==> config.mk <==
export PLATFORM = sky130hd
export DESIGN_NAME = bfpe_ctrl_flat
export DESIGN_NICKNAME = d
export VERILOG_FILES = /design/src/sv/bfpe_pkg.sv /design/src/sv/bfpe_chan_if.sv /design/src/sv/bfpe_ctrl.sv /design/src/flat_wrapper.sv
export SDC_FILE = /design/constraint.sdc
export NUM_CORES = 1
export LEC_CHECK = 0
export BUFFER_PORTS_ARGS = -buffer_cell sky130_fd_sc_hd__buf_2
export CAP_MARGIN = 20
export CORE_MARGIN = 2
export CORE_UTILIZATION = 35
export CTS_BUF_LIST = sky130_fd_sc_hd__clkbuf_4 sky130_fd_sc_hd__clkbuf_8
export CTS_CLUSTER_SIZE = 8
export DETAILED_ROUTE_END_ITERATION = 10
export PLACE_DENSITY_LB_ADDON = 0.3
export SLEW_MARGIN = 20
export SYNTH_ARGS = -nofsm -noshare
export SYNTH_HDL_FRONTEND = slang
export SYNTH_SLANG_ARGS = --single-unit
==> constraint.sdc <==
create_clock -name clock -period 6.7 [get_ports clock]
set_clock_uncertainty 0.2 [all_clocks]
set_input_delay 1.34 -clock clock [delete_from_list [all_inputs] [get_ports clock]]
set_output_delay 1.34 -clock clock [all_outputs]
set_load 0.02 [all_outputs]
==> src/sv/bfpe_pkg.sv <==
// Package for the byte ring FIFO with framed packet extraction.
// Holds widths, codes, state encodings and pointer helpers; depends on nothing.
package bfpe_pkg;

   localparam int DEPTH       = 1024;
   localparam int ADDR_W      = $clog2(DEPTH);
   localparam int MAX_PAYLOAD = 55;
   localparam int FRAME_HDR   = 9;
   localparam int HDR_BYTES   = FRAME_HDR - 1;
   localparam int HDR_IDX_W   = $clog2(HDR_BYTES);
   localparam int BYTE_W      = 8;
   localparam int MODE_W      = 2;
   localparam int STATUS_W    = 3;
   localparam int LEVEL_W     = 10;
   localparam int LEN_W       = 2 * BYTE_W;
   localparam int PAY_CNT_W   = $clog2(MAX_PAYLOAD + 1);
   localparam int CNT_W       = (PAY_CNT_W > 4) ? PAY_CNT_W : 4;
   localparam int CMP_W       = (ADDR_W > CNT_W) ? ADDR_W : CNT_W;

   localparam logic [BYTE_W-1:0] START_MARK = 8'h5A;

   typedef logic [ADDR_W-1:0]  addr_type;
   typedef logic [BYTE_W-1:0]  byte_type;
   typedef logic [LEVEL_W-1:0] level_type;
   typedef logic [CNT_W-1:0]   cnt_type;
   typedef byte_type hdr_array_type [HDR_BYTES];

   typedef enum logic [MODE_W-1:0] {
      MODE_WRITE  = 2'd0,
      MODE_READ   = 2'd1,
      MODE_PACKET = 2'd2,
      MODE_CLEAR  = 2'd3
   } mode_type;

   typedef enum logic [STATUS_W-1:0] {
      STAT_OK        = 3'd0,
      STAT_EMPTY     = 3'd1,
      STAT_FULL      = 3'd2,
      STAT_SHORT_BUF = 3'd3,
      STAT_NO_MARK   = 3'd4,
      STAT_SHORT_HDR = 3'd5,
      STAT_SHORT_PAY = 3'd6,
      STAT_TOO_LONG  = 3'd7
   } status_type;

   typedef enum logic [3:0] {
      ST_IDLE,
      ST_RD_OUT,
      ST_SCAN_REQ,
      ST_SCAN_CHK,
      ST_HDR_REQ,
      ST_HDR_CAP,
      ST_CHECK,
      ST_EMIT_HDR,
      ST_PAY_REQ,
      ST_PAY_OUT
   } state_type;

   typedef struct packed {
      logic     we;
      addr_type waddr;
      byte_type wdata;
      logic     re;
      addr_type raddr;
   } ram_req_type;

   // Next pointer position, wrapping at the end of the store.
   function automatic addr_type ptr_inc(addr_type p);
      return (p == addr_type'(DEPTH - 1)) ? '0 : addr_type'(p + 1'b1);
   endfunction

   // Number of bytes held between the read and write pointers.
   function automatic addr_type held_of(addr_type w, addr_type r);
      logic [ADDR_W:0] wrapped;
      wrapped = {1'b0, w} + (ADDR_W + 1)'(DEPTH) - {1'b0, r};
      if (w >= r) begin
         return addr_type'(w - r);
      end
      return wrapped[ADDR_W-1:0];
   endfunction

   // Fill level as reported on the result channel, masked to its width.
   function automatic level_type to_level(addr_type h);
      logic [LEVEL_W+ADDR_W-1:0] wide;
      wide = {{LEVEL_W{1'b0}}, h};
      return wide[LEVEL_W-1:0];
   endfunction

endpackage

==> src/sv/bfpe_chan_if.sv <==
// Valid/ready channel interfaces for the request and response sides.
// Depends on bfpe_pkg for the field widths.
interface bfpe_req_if;
   import bfpe_pkg::*;
   logic              valid;
   logic              ready;
   logic [MODE_W-1:0] mode;
   logic [BYTE_W-1:0] data;
   modport source (output valid, mode, data, input ready);
   modport sink   (input valid, mode, data, output ready);
endinterface

interface bfpe_rsp_if;
   import bfpe_pkg::*;
   logic                valid;
   logic                ready;
   logic [BYTE_W-1:0]   data_out;
   logic [STATUS_W-1:0] status;
   logic                last;
   logic [LEVEL_W-1:0]  level;
   modport source (output valid, data_out, status, last, level, input ready);
   modport sink   (input valid, data_out, status, last, level, output ready);
endinterface

==> src/sv/bfpe_ctrl.sv <==
// Sequencer for the ring FIFO: pointers, packet parse, header buffer and output register.
// Depends on bfpe_pkg and the channel interfaces; drives the byte store in bfpe_ram.
module bfpe_ctrl (
   input  logic                  clock,
   input  logic                  reset,
   bfpe_req_if.sink              req,
   bfpe_rsp_if.source            rsp,
   output bfpe_pkg::ram_req_type ram_req,
   input  bfpe_pkg::byte_type    ram_rdata
);
   import bfpe_pkg::*;

   state_type     state_ff, state_in;
   addr_type      rptr_ff, rptr_in;
   addr_type      wptr_ff, wptr_in;
   cnt_type       cnt_ff, cnt_in;
   hdr_array_type hdr_ff, hdr_in;
   level_type     flevel_ff, flevel_in;

   logic          rsp_valid_ff, rsp_valid_in;
   byte_type      data_out_ff, data_out_in;
   status_type    status_ff, status_in;
   logic          last_ff, last_in;
   level_type     level_ff, level_in;

   logic          slot_free;
   addr_type      held_now;
   logic [LEN_W-1:0] pkt_len;
   cnt_type       len_s;
   cnt_type       cnt_m1;
   logic          emit;
   byte_type      e_data;
   status_type    e_status;
   logic          e_last;
   logic          use_flevel;
   level_type     e_level;

   assign slot_free = !rsp_valid_ff || rsp.ready;
   assign held_now  = held_of(wptr_ff, rptr_ff);
   // Header bytes five and six, counting the mark as byte zero.
   assign pkt_len   = {hdr_ff[4], hdr_ff[5]};
   assign len_s     = pkt_len[CNT_W-1:0];
   assign cnt_m1    = cnt_ff - 1'b1;

   always_ff @(posedge clock) begin
      if (reset) begin
         state_ff     <= ST_IDLE;
         rptr_ff      <= '0;
         wptr_ff      <= '0;
         cnt_ff       <= '0;
         rsp_valid_ff <= 1'b0;
      end else begin
         state_ff     <= state_in;
         rptr_ff      <= rptr_in;
         wptr_ff      <= wptr_in;
         cnt_ff       <= cnt_in;
         rsp_valid_ff <= rsp_valid_in;
      end
   end

   always_ff @(posedge clock) begin
      hdr_ff      <= hdr_in;
      flevel_ff   <= flevel_in;
      data_out_ff <= data_out_in;
      status_ff   <= status_in;
      last_ff     <= last_in;
      level_ff    <= level_in;
   end

   always_comb begin
      state_in      = state_ff;
      rptr_in       = rptr_ff;
      wptr_in       = wptr_ff;
      cnt_in        = cnt_ff;
      hdr_in        = hdr_ff;
      flevel_in     = flevel_ff;
      ram_req.we    = 1'b0;
      ram_req.waddr = wptr_ff;
      ram_req.wdata = req.data;
      ram_req.re    = 1'b0;
      ram_req.raddr = rptr_ff;
      req.ready     = 1'b0;
      emit          = 1'b0;
      e_data        = '0;
      e_status      = STAT_OK;
      e_last        = 1'b1;
      use_flevel    = 1'b0;

      unique case (state_ff)
         ST_IDLE: begin
            req.ready = slot_free;
            if (req.valid && slot_free) begin
               unique case (mode_type'(req.mode))
                  MODE_WRITE: begin
                     emit = 1'b1;
                     if (held_now == addr_type'(DEPTH - 1)) begin
                        e_status = STAT_FULL;
                     end else begin
                        ram_req.we = 1'b1;
                        wptr_in    = ptr_inc(wptr_ff);
                     end
                  end
                  MODE_READ: begin
                     if (held_now == '0) begin
                        emit     = 1'b1;
                        e_status = STAT_EMPTY;
                     end else begin
                        ram_req.re = 1'b1;
                        rptr_in    = ptr_inc(rptr_ff);
                        state_in   = ST_RD_OUT;
                     end
                  end
                  MODE_PACKET: begin
                     if (held_now < addr_type'(FRAME_HDR)) begin
                        emit     = 1'b1;
                        e_status = STAT_SHORT_BUF;
                     end else begin
                        cnt_in   = '0;
                        state_in = ST_SCAN_REQ;
                     end
                  end
                  MODE_CLEAR: begin
                     emit    = 1'b1;
                     rptr_in = '0;
                     wptr_in = '0;
                  end
               endcase
            end
         end
         ST_RD_OUT: begin
            if (slot_free) begin
               emit     = 1'b1;
               e_data   = ram_rdata;
               state_in = ST_IDLE;
            end
         end
         ST_SCAN_REQ: begin
            ram_req.re = 1'b1;
            rptr_in    = ptr_inc(rptr_ff);
            state_in   = ST_SCAN_CHK;
         end
         ST_SCAN_CHK: begin
            if (ram_rdata == START_MARK) begin
               if (held_now < addr_type'(FRAME_HDR)) begin
                  if (slot_free) begin
                     emit     = 1'b1;
                     e_status = STAT_SHORT_HDR;
                     state_in = ST_IDLE;
                  end
               end else begin
                  cnt_in   = '0;
                  state_in = ST_HDR_REQ;
               end
            end else if (cnt_ff == cnt_type'(FRAME_HDR - 1)) begin
               if (slot_free) begin
                  emit     = 1'b1;
                  e_status = STAT_NO_MARK;
                  state_in = ST_IDLE;
               end
            end else begin
               cnt_in   = cnt_ff + 1'b1;
               state_in = ST_SCAN_REQ;
            end
         end
         ST_HDR_REQ: begin
            ram_req.re = 1'b1;
            rptr_in    = ptr_inc(rptr_ff);
            state_in   = ST_HDR_CAP;
         end
         ST_HDR_CAP: begin
            hdr_in[cnt_ff[HDR_IDX_W-1:0]] = ram_rdata;
            if (cnt_ff == cnt_type'(HDR_BYTES - 1)) begin
               state_in = ST_CHECK;
            end else begin
               cnt_in   = cnt_ff + 1'b1;
               state_in = ST_HDR_REQ;
            end
         end
         ST_CHECK: begin
            if (pkt_len > LEN_W'(MAX_PAYLOAD)) begin
               if (slot_free) begin
                  emit     = 1'b1;
                  e_status = STAT_TOO_LONG;
                  state_in = ST_IDLE;
               end
            end else if (CMP_W'(held_now) < CMP_W'(len_s)) begin
               if (slot_free) begin
                  emit     = 1'b1;
                  e_status = STAT_SHORT_PAY;
                  state_in = ST_IDLE;
               end
            end else begin
               // Every result of the packet reports the level after the payload is gone.
               flevel_in = to_level(addr_type'(CMP_W'(held_now) - CMP_W'(len_s)));
               cnt_in    = '0;
               state_in  = ST_EMIT_HDR;
            end
         end
         ST_EMIT_HDR: begin
            if (slot_free) begin
               emit       = 1'b1;
               use_flevel = 1'b1;
               e_data     = (cnt_ff == '0) ? START_MARK : hdr_ff[cnt_m1[HDR_IDX_W-1:0]];
               e_last     = (cnt_ff == cnt_type'(HDR_BYTES)) && (len_s == '0);
               if (cnt_ff == cnt_type'(HDR_BYTES)) begin
                  cnt_in   = '0;
                  state_in = (len_s == '0) ? ST_IDLE : ST_PAY_REQ;
               end else begin
                  cnt_in = cnt_ff + 1'b1;
               end
            end
         end
         ST_PAY_REQ: begin
            ram_req.re = 1'b1;
            rptr_in    = ptr_inc(rptr_ff);
            state_in   = ST_PAY_OUT;
         end
         ST_PAY_OUT: begin
            if (slot_free) begin
               emit       = 1'b1;
               use_flevel = 1'b1;
               e_data     = ram_rdata;
               e_last     = (cnt_type'(cnt_ff + 1'b1) == len_s);
               cnt_in     = cnt_ff + 1'b1;
               state_in   = e_last ? ST_IDLE : ST_PAY_REQ;
            end
         end
         default: begin
            state_in = ST_IDLE;
         end
      endcase

      e_level = use_flevel ? flevel_ff : to_level(held_of(wptr_in, rptr_in));

      rsp_valid_in = rsp_valid_ff;
      data_out_in  = data_out_ff;
      status_in    = status_ff;
      last_in      = last_ff;
      level_in     = level_ff;
      if (emit) begin
         rsp_valid_in = 1'b1;
         data_out_in  = e_data;
         status_in    = e_status;
         last_in      = e_last;
         level_in     = e_level;
      end else if (rsp.ready) begin
         rsp_valid_in = 1'b0;
      end
   end

   assign rsp.valid    = rsp_valid_ff;
   assign rsp.data_out = data_out_ff;
   assign rsp.status   = status_ff;
   assign rsp.last     = last_ff;
   assign rsp.level    = level_ff;

endmodule

==> src/flat_wrapper.sv <==
// flat-port wrapper written by rule: the top's interface ports become plain ports
module bfpe_ctrl_flat import bfpe_pkg::*;
  (clock, reset, ram_req, ram_rdata, req_valid, req_mode, req_data, req_ready, rsp_valid, rsp_data_out, rsp_status, rsp_last, rsp_level, rsp_ready);
  bfpe_req_if req_i ();
  bfpe_rsp_if rsp_i ();
  input  logic clock;
  input  logic reset;
  output bfpe_pkg::ram_req_type ram_req;
  input  bfpe_pkg::byte_type ram_rdata;
  input wire logic [$bits(req_i.valid)-1:0] req_valid;
  input wire logic [$bits(req_i.mode)-1:0] req_mode;
  input wire logic [$bits(req_i.data)-1:0] req_data;
  output wire logic [$bits(req_i.ready)-1:0] req_ready;
  output wire logic [$bits(rsp_i.valid)-1:0] rsp_valid;
  output wire logic [$bits(rsp_i.data_out)-1:0] rsp_data_out;
  output wire logic [$bits(rsp_i.status)-1:0] rsp_status;
  output wire logic [$bits(rsp_i.last)-1:0] rsp_last;
  output wire logic [$bits(rsp_i.level)-1:0] rsp_level;
  input wire logic [$bits(rsp_i.ready)-1:0] rsp_ready;
  assign req_i.valid = req_valid;
  assign req_i.mode = req_mode;
  assign req_i.data = req_data;
  assign req_ready = req_i.ready;
  assign rsp_valid = rsp_i.valid;
  assign rsp_data_out = rsp_i.data_out;
  assign rsp_status = rsp_i.status;
  assign rsp_last = rsp_i.last;
  assign rsp_level = rsp_i.level;
  assign rsp_i.ready = rsp_ready;
  bfpe_ctrl u_core (.clock(clock), .reset(reset), .req(req_i), .rsp(rsp_i), .ram_req(ram_req), .ram_rdata(ram_rdata));
endmodule
Word-level counts from Yosys, hierarchy flattened
Index checks and enable logic that the tools add are counted.
- output and inout port bits: 54
- logic and storage cells: 189
- bits in registers: 127
- mux-type cells: 97
- reduce and logical (&&, ||, !) cells: 20
- equality and inequality tests: 31
- $add $sub $neg: 11
- bitwise operators: 4
- magnitude comparators: 8
- operators with widths (kind ; number):
    10-bit 2-to-1 mux ; 12
    6-bit 2-to-1 mux ; 11
    64-bit bitwise mux ; 1
    10-bit case mux with 2 select lines ; 3
    4-bit 2-to-1 mux ; 14
    8-bit 2-to-1 mux ; 6
    10-bit by 1-bit adder with 10-bit output, second input constant ; 4
    4-bit case mux with 10 select lines ; 1
    10-bit subtractor ; 4
    6-bit case mux with 6 select lines ; 1
    10-bit equality test, second input constant ; 3
    3-bit 2-to-1 mux ; 10
    1-bit 2-to-1 mux ; 25
    8-bit binary-select mux with 3-bit select ; 1
    8-bit demux with 3-bit select ; 1
    10-bit greater-or-equal comparator ; 2
    3-bit case mux with 3 select lines ; 2
    4-bit by 3-bit equality test with 1-bit output, second input constant ; 4
    16-bit by 6-bit greater-than comparator with 1-bit output, second input constant ; 1
    8-bit case mux with 2 select lines ; 1
    6-bit zero test ; 2
    10-bit zero test ; 1
    10-bit by 4-bit less-than comparator with 1-bit output, second input constant ; 1
    10-bit by 6-bit less-than comparator with 1-bit output ; 1
    other kinds (37) ; 59

Depth between registers and ports, before layout
- word-level depth: 12
- depth in mapped cells: 26
- mapped depth without buffers: 25

Worst setup path before layout
OpenSTA, ideal clock, no wires.
- path type: register to register
- from: reg u_core.rptr_ff[0]
- to: reg u_core.level_ff[8] (netlist: u_core.rsp.level[8]), data pin
- data required time: 6.240 ns
- slack: 1.247 ns
- cell stages (with the launch flop): 24
- arrival time: 4.993 ns
- path through: dfxtp_1 ha_1 inv_1 fa_1 a211o_1 and2_4 o311a_1 a311oi_4 nand4_1 o211ai_1 and2_1 inv_1 o21ai_0 a21o_1 ha_1 nor2b_1 o21ai_0 nand2b_1 a21o_1 a21o_1 a21o_1 a21oi_1 xnor2_1 mux2_2
- word-level cells in the longest chain between the ends: 12
- RTL lines (item ; line ; text):
    start: declaration ; bfpe_ctrl.sv:14 ; addr_type rptr_ff, rptr_in;
    start signal: assignment ; bfpe_ctrl.sv:54 ; rptr_ff <= rptr_in;
    10-bit subtractor / 10-bit greater-or-equal comparator (equally long branches) ; bfpe_pkg.sv:77, bfpe_pkg.sv:76 ;
    10-bit 2-to-1 mux / 1-bit 2-to-1 mux (equally long branches) ; bfpe_pkg.sv:76 ; if (w >= r) begin
    10-bit 2-to-1 mux ; bfpe_pkg.sv:79 ; return wrapped[ADDR_W-1:0];
    10-bit equality test / 10-bit zero test (equally long branches) ; bfpe_ctrl.sv:96, bfpe_ctrl.sv:104 ;
    10-bit 2-to-1 mux, on equally long branches ; bfpe_ctrl.sv:96, bfpe_ctrl.sv:104 ;
    10-bit case mux with 2 select lines ; bfpe_ctrl.sv:93 ; unique case (mode_type'(req.mode))
    10-bit 2-to-1 mux ; bfpe_ctrl.sv:92 ; if (req.valid && slot_free) begin
    10-bit 2-to-1 mux / 10-bit case mux with 2 select lines (equally long branches) ; bfpe_ctrl.sv:89 ; unique case (state_ff)
    10-bit by 1-bit adder with 10-bit output, or another cell as far along ; bfpe_pkg.sv:75 ; wrapped = {1'b0, w} + (ADDR_W + 1)'(DEPTH) - {1'b0, r};
    10-bit subtractor, or another cell as far along ; bfpe_pkg.sv:75 ;
    10-bit 2-to-1 mux * ; bfpe_pkg.sv:79 ;
    10-bit 2-to-1 mux * ; bfpe_ctrl.sv:233 ; e_level = use_flevel ? flevel_ff : to_level(held_of(wptr_in, rptr_in));
    net u_core.e_level[8] ; bfpe_ctrl.sv:36 ; level_type e_level;
    end signal: assignment ; bfpe_ctrl.sv:67 ; level_ff <= level_in;
    end: declaration ; bfpe_ctrl.sv:24 ; level_type level_ff, level_in;
Mark *: on every way through the listed nets, which the timed path passes. The rest lies on a longest branch. The select of a mux whose other input is x is not followed.
A chain may end at the register's enable or synchronous reset.

Worst setup path in the final report
Same ends and word-level chain as after synthesis.

==> impl_metrics.csv <==
group,metric,value,unit
run_status,outcome,"complete, no violations",
final_layout,utilization,40.2,%
clock_tree,cts.sinks,127,
setup_path,critPathKind,"flip-flop to flip-flop",
worst_hold_path,min_from,"u_core.cnt_ff[4]",
setup_path,worstRegToRegCells,21,
setup_path,cp.required,6.71,ns
clock_tree,cts_buffers,17,
final_layout,layout_common_cells,"edfxtp_1, nor2_1, a21oi_1, buf_2, nand2_1",
die,die_w,150,um
global_route,grt_pass1_wl,31800,um
global_route,grt_start_max_net_pins,33,
clock_tree,htreeDepth,4,
die,dieArea,0.0226,mm2
final_layout,drive_gt1_share,17.0,%
setup_path,critPathSlowestCell,"dfxtp_1",
setup_path,crit_chain,"ha_1 > inv_1 > fa_1 > a211o_1 > and2_4 > o311a_1 > a311oi_4 > nand4_1 > nor3_1 > o21ai_0 > a21o_1 > ha_1 > nor2b_1 > o21ai_0 > nand2b_1 > a21o_1 > a21o_1 > a21o_1 > a21oi_1 > xnor2_1 > mux2_2",
synthesis,yosysUniqueCellTypes,66,
global_route,grt.total_usage,18.5,%
final_layout,antennaDiodeCount,0,
die,io_pins,76,
die,core_area,0.0210,mm2
sta,hold_viol_final,0,
drt,drcViolationCount,0,
final_layout,area_growth,12.6,%
setup_path,max_stage_delay,0.43,ns
setup_path,worst_setup_path_start_kind,"flip-flop",
power,p_leak,3.14,nW
drt,wirelength,20200,um
place,dp_cells,1031,
setup_path,cp.arrival,5.89,ns
final_layout,fin_area,0.00845,mm2
synthesis,syn_nets,786,
drt,drtPass1Iterations,5,
sta,holdWs,0.346,ns
place,port_buffers,59,
drt,wire_per_inst,19.0,um
die,initial_utilization,35.7,%
drt,final_antenna_net_count,0,
sta,fin_crit,5.88,ns
final_layout,final_common_cell,"edfxtp_1",
global_route,antenna_found_initial,0,
clock_tree,cts.clk_slew.worst_paths,0.09,ns
sta,timing.slew.headroom,33.9,%
sta,tightest_slew,0.988,ns
setup_path,path_common_cell,"a21o_1",
synthesis,async_flop_share,0,%
worst_hold_path,hold_depth,2,
power,peakVddDrop,184,uV
die,num_rows,53,
setup_path,endpoint_kind,"flip-flop",
worst_hold_path,hold_class,"flip-flop to flip-flop",
power,p_per_area,335,mW/mm2
setup_path,worst_r2r_startpoint,"u_core.rptr_ff[0]",
drt,drt_iter0_drc,596,
synthesis,syn_avg_cell_area,10.3,um2
drt,via_per_inst,5.54,
clock_tree,cts_resized,0,
sta,report.final.slew_viol_count,0,
die,dieHeight,150,um
setup_path,path_max_fanout,6,
synthesis,synth-seq-cells,127,
place,gp_congestion,0.906,
synthesis,ys.flop_type,"edfxtp_1",
global_route,grt_overflow,0,
sta,rsz0062_at_grt,"no",
place,preCtsSetupSlack,0.914,ns
sta,setup-violations-final,0,
power,finalPower,2.83,mW
synthesis,yosysSeqAreaShare,46.7,%
place,post_dp_cell_area,0.00803,mm2
job,cap_viol_max_count,0,
setup_path,cp-startpoint,"u_core.rptr_ff[0]",
clock_tree,cts_tree,"done",
synthesis,yosys_warnings,0,
clock_tree,clockBufferDepth,2,
sta,setup_tns,0,ns
place,hpwl,14800,um
sta,setup_slack,0.820,ns
clock_tree,cts_root_buf,"clkbuf_8",
final_layout,fin_cells,1063,
final_layout,nNetsFinal,834,
sta,fmax,170,MHz
synthesis,synth_area,0.00751,mm2
sta,timing.final.crit_share,87.8,%
synthesis,synth_edf_count,96,
drt,vias,5891,
clock_tree,postCtsSetupBuffers,0,
global_route,grt_pass1_vias,5596,
clock_tree,clk_latency,0.46,ns
clock_tree,ctsHoldBuffers,0,
synthesis,syn_inst,727,
==> layer usage <==
metal	wire length [um]	share of wire [%]	global-route usage, %	up-vias
li1	-	-	-	2793
met1	9840	49	27.1	2844
met2	8740	43	27.4	218
met3	1160	5.8	3.06	36
met4	474	2.3	6.70	0
met5	0	0	0	-
==> final cells by class <==
| class | count | area, um2 |
|---|---|---|
| Inverter | 34 | 128 |
| Fill cell | 2053 | 12600 |
| Timing Repair Buffer | 66 | 348 |
| Clock buffer | 17 | 234 |
| Sequential cell | 127 | 3500 |
| Tap cell | 275 | 344 |
| Clock inverter | 15 | 188 |
| Multi-Input combinational cell | 529 | 3710 |
==> Yosys cell counts (6+ instances only) <==
cell type,number,area share (%)
edfxtp_1,96,38
nor2_1,67,3.3
a21oi_1,63,4.2
nand2_1,53,2.6
o21ai_0,36,2.4
ha_1,34,5.7
inv_1,34,1.7
dfxtp_1,31,8.3
clkbuf_1,25,1.3
a21o_1,18,1.8
nand2b_1,18,1.5
xor2_1,17,2.0
mux4_2,16,4.8
nand3_1,16,1.1
nor2b_1,15,1.3
xnor2_1,15,1.8
nor3_1,14,0.93
o31ai_1,10,1.0
a31oi_1,8,0.67
buf_4,8,0.80
nor4_1,8,0.67
o211ai_1,8,0.80
a22oi_1,7,0.70
and2_1,7,0.58
and3_1,7,0.58
or3_1,7,0.58
mux2_2,6,0.90
mux2i_1,6,0.80
nand4_1,6,0.50
==> kinds of logic after synthesis <==
kind of cell / after synthesis / share of synthesized area, %
and+or+nand+nor: 244 / 16.6
DFF: 127 / 46.7
adders and majority gates: 37 / 6.47
AOI/OAI and AO/OA: 188 / 16.1
xor gates and xnor gates: 32 / 3.73
muxes: 28 / 6.50
buffers and inverters: 71 / 3.98
==> path summary, 6_finish.rpt <==
kind	endpoint	slack, ns
worst min-delay path	u_core.cnt_ff[4]	0.35
worst max register to register	u_core.rsp.level[8]	0.82
worst max-delay path	u_core.rsp.level[8]	0.82
worst min register to register	u_core.cnt_ff[4]	0.35
==> flip-flops by register name (all words and copies together) (netlist names) <==
name and flops:
u_core.rsp.last 1, u_core.rsp.data_out 8, u_core.rptr_ff 10, u_core.state_ff 4, u_core.rsp.valid 1, u_core.wptr_ff 10, u_core.hdr_ff 64, u_core.cnt_ff 6
u_core.flevel_ff 10, u_core.rsp.level 10, u_core.rsp.status 3
==> critical path, delay by kind of cell, from the launching register on <==
| kind | cells | cell delay [ns] |
|---|---|---|
| AOI/OAI and AO/OA | 10 | 2.52 |
| muxes | 1 | 0.27 |
| adders and majority gates | 3 | 0.93 |
| DFF | 1 | 0.43 |
| xor gates and xnor gates | 1 | 0.08 |
| buffers and inverters | 1 | 0.05 |
| and+or+nand+nor | 5 | 1.14 |
==> power breakdown <==
| part | leakage, nW | switching (mW) | internal (mW) |
|---|---|---|---|
| registers | 1.13 | 0.0393 | 0.975 |
| logic | 1.80 | 0.707 | 0.391 |
| clock network | 0.217 | 0.368 | 0.350 |
Note: power is estimated with default switching activity, not from simulation.
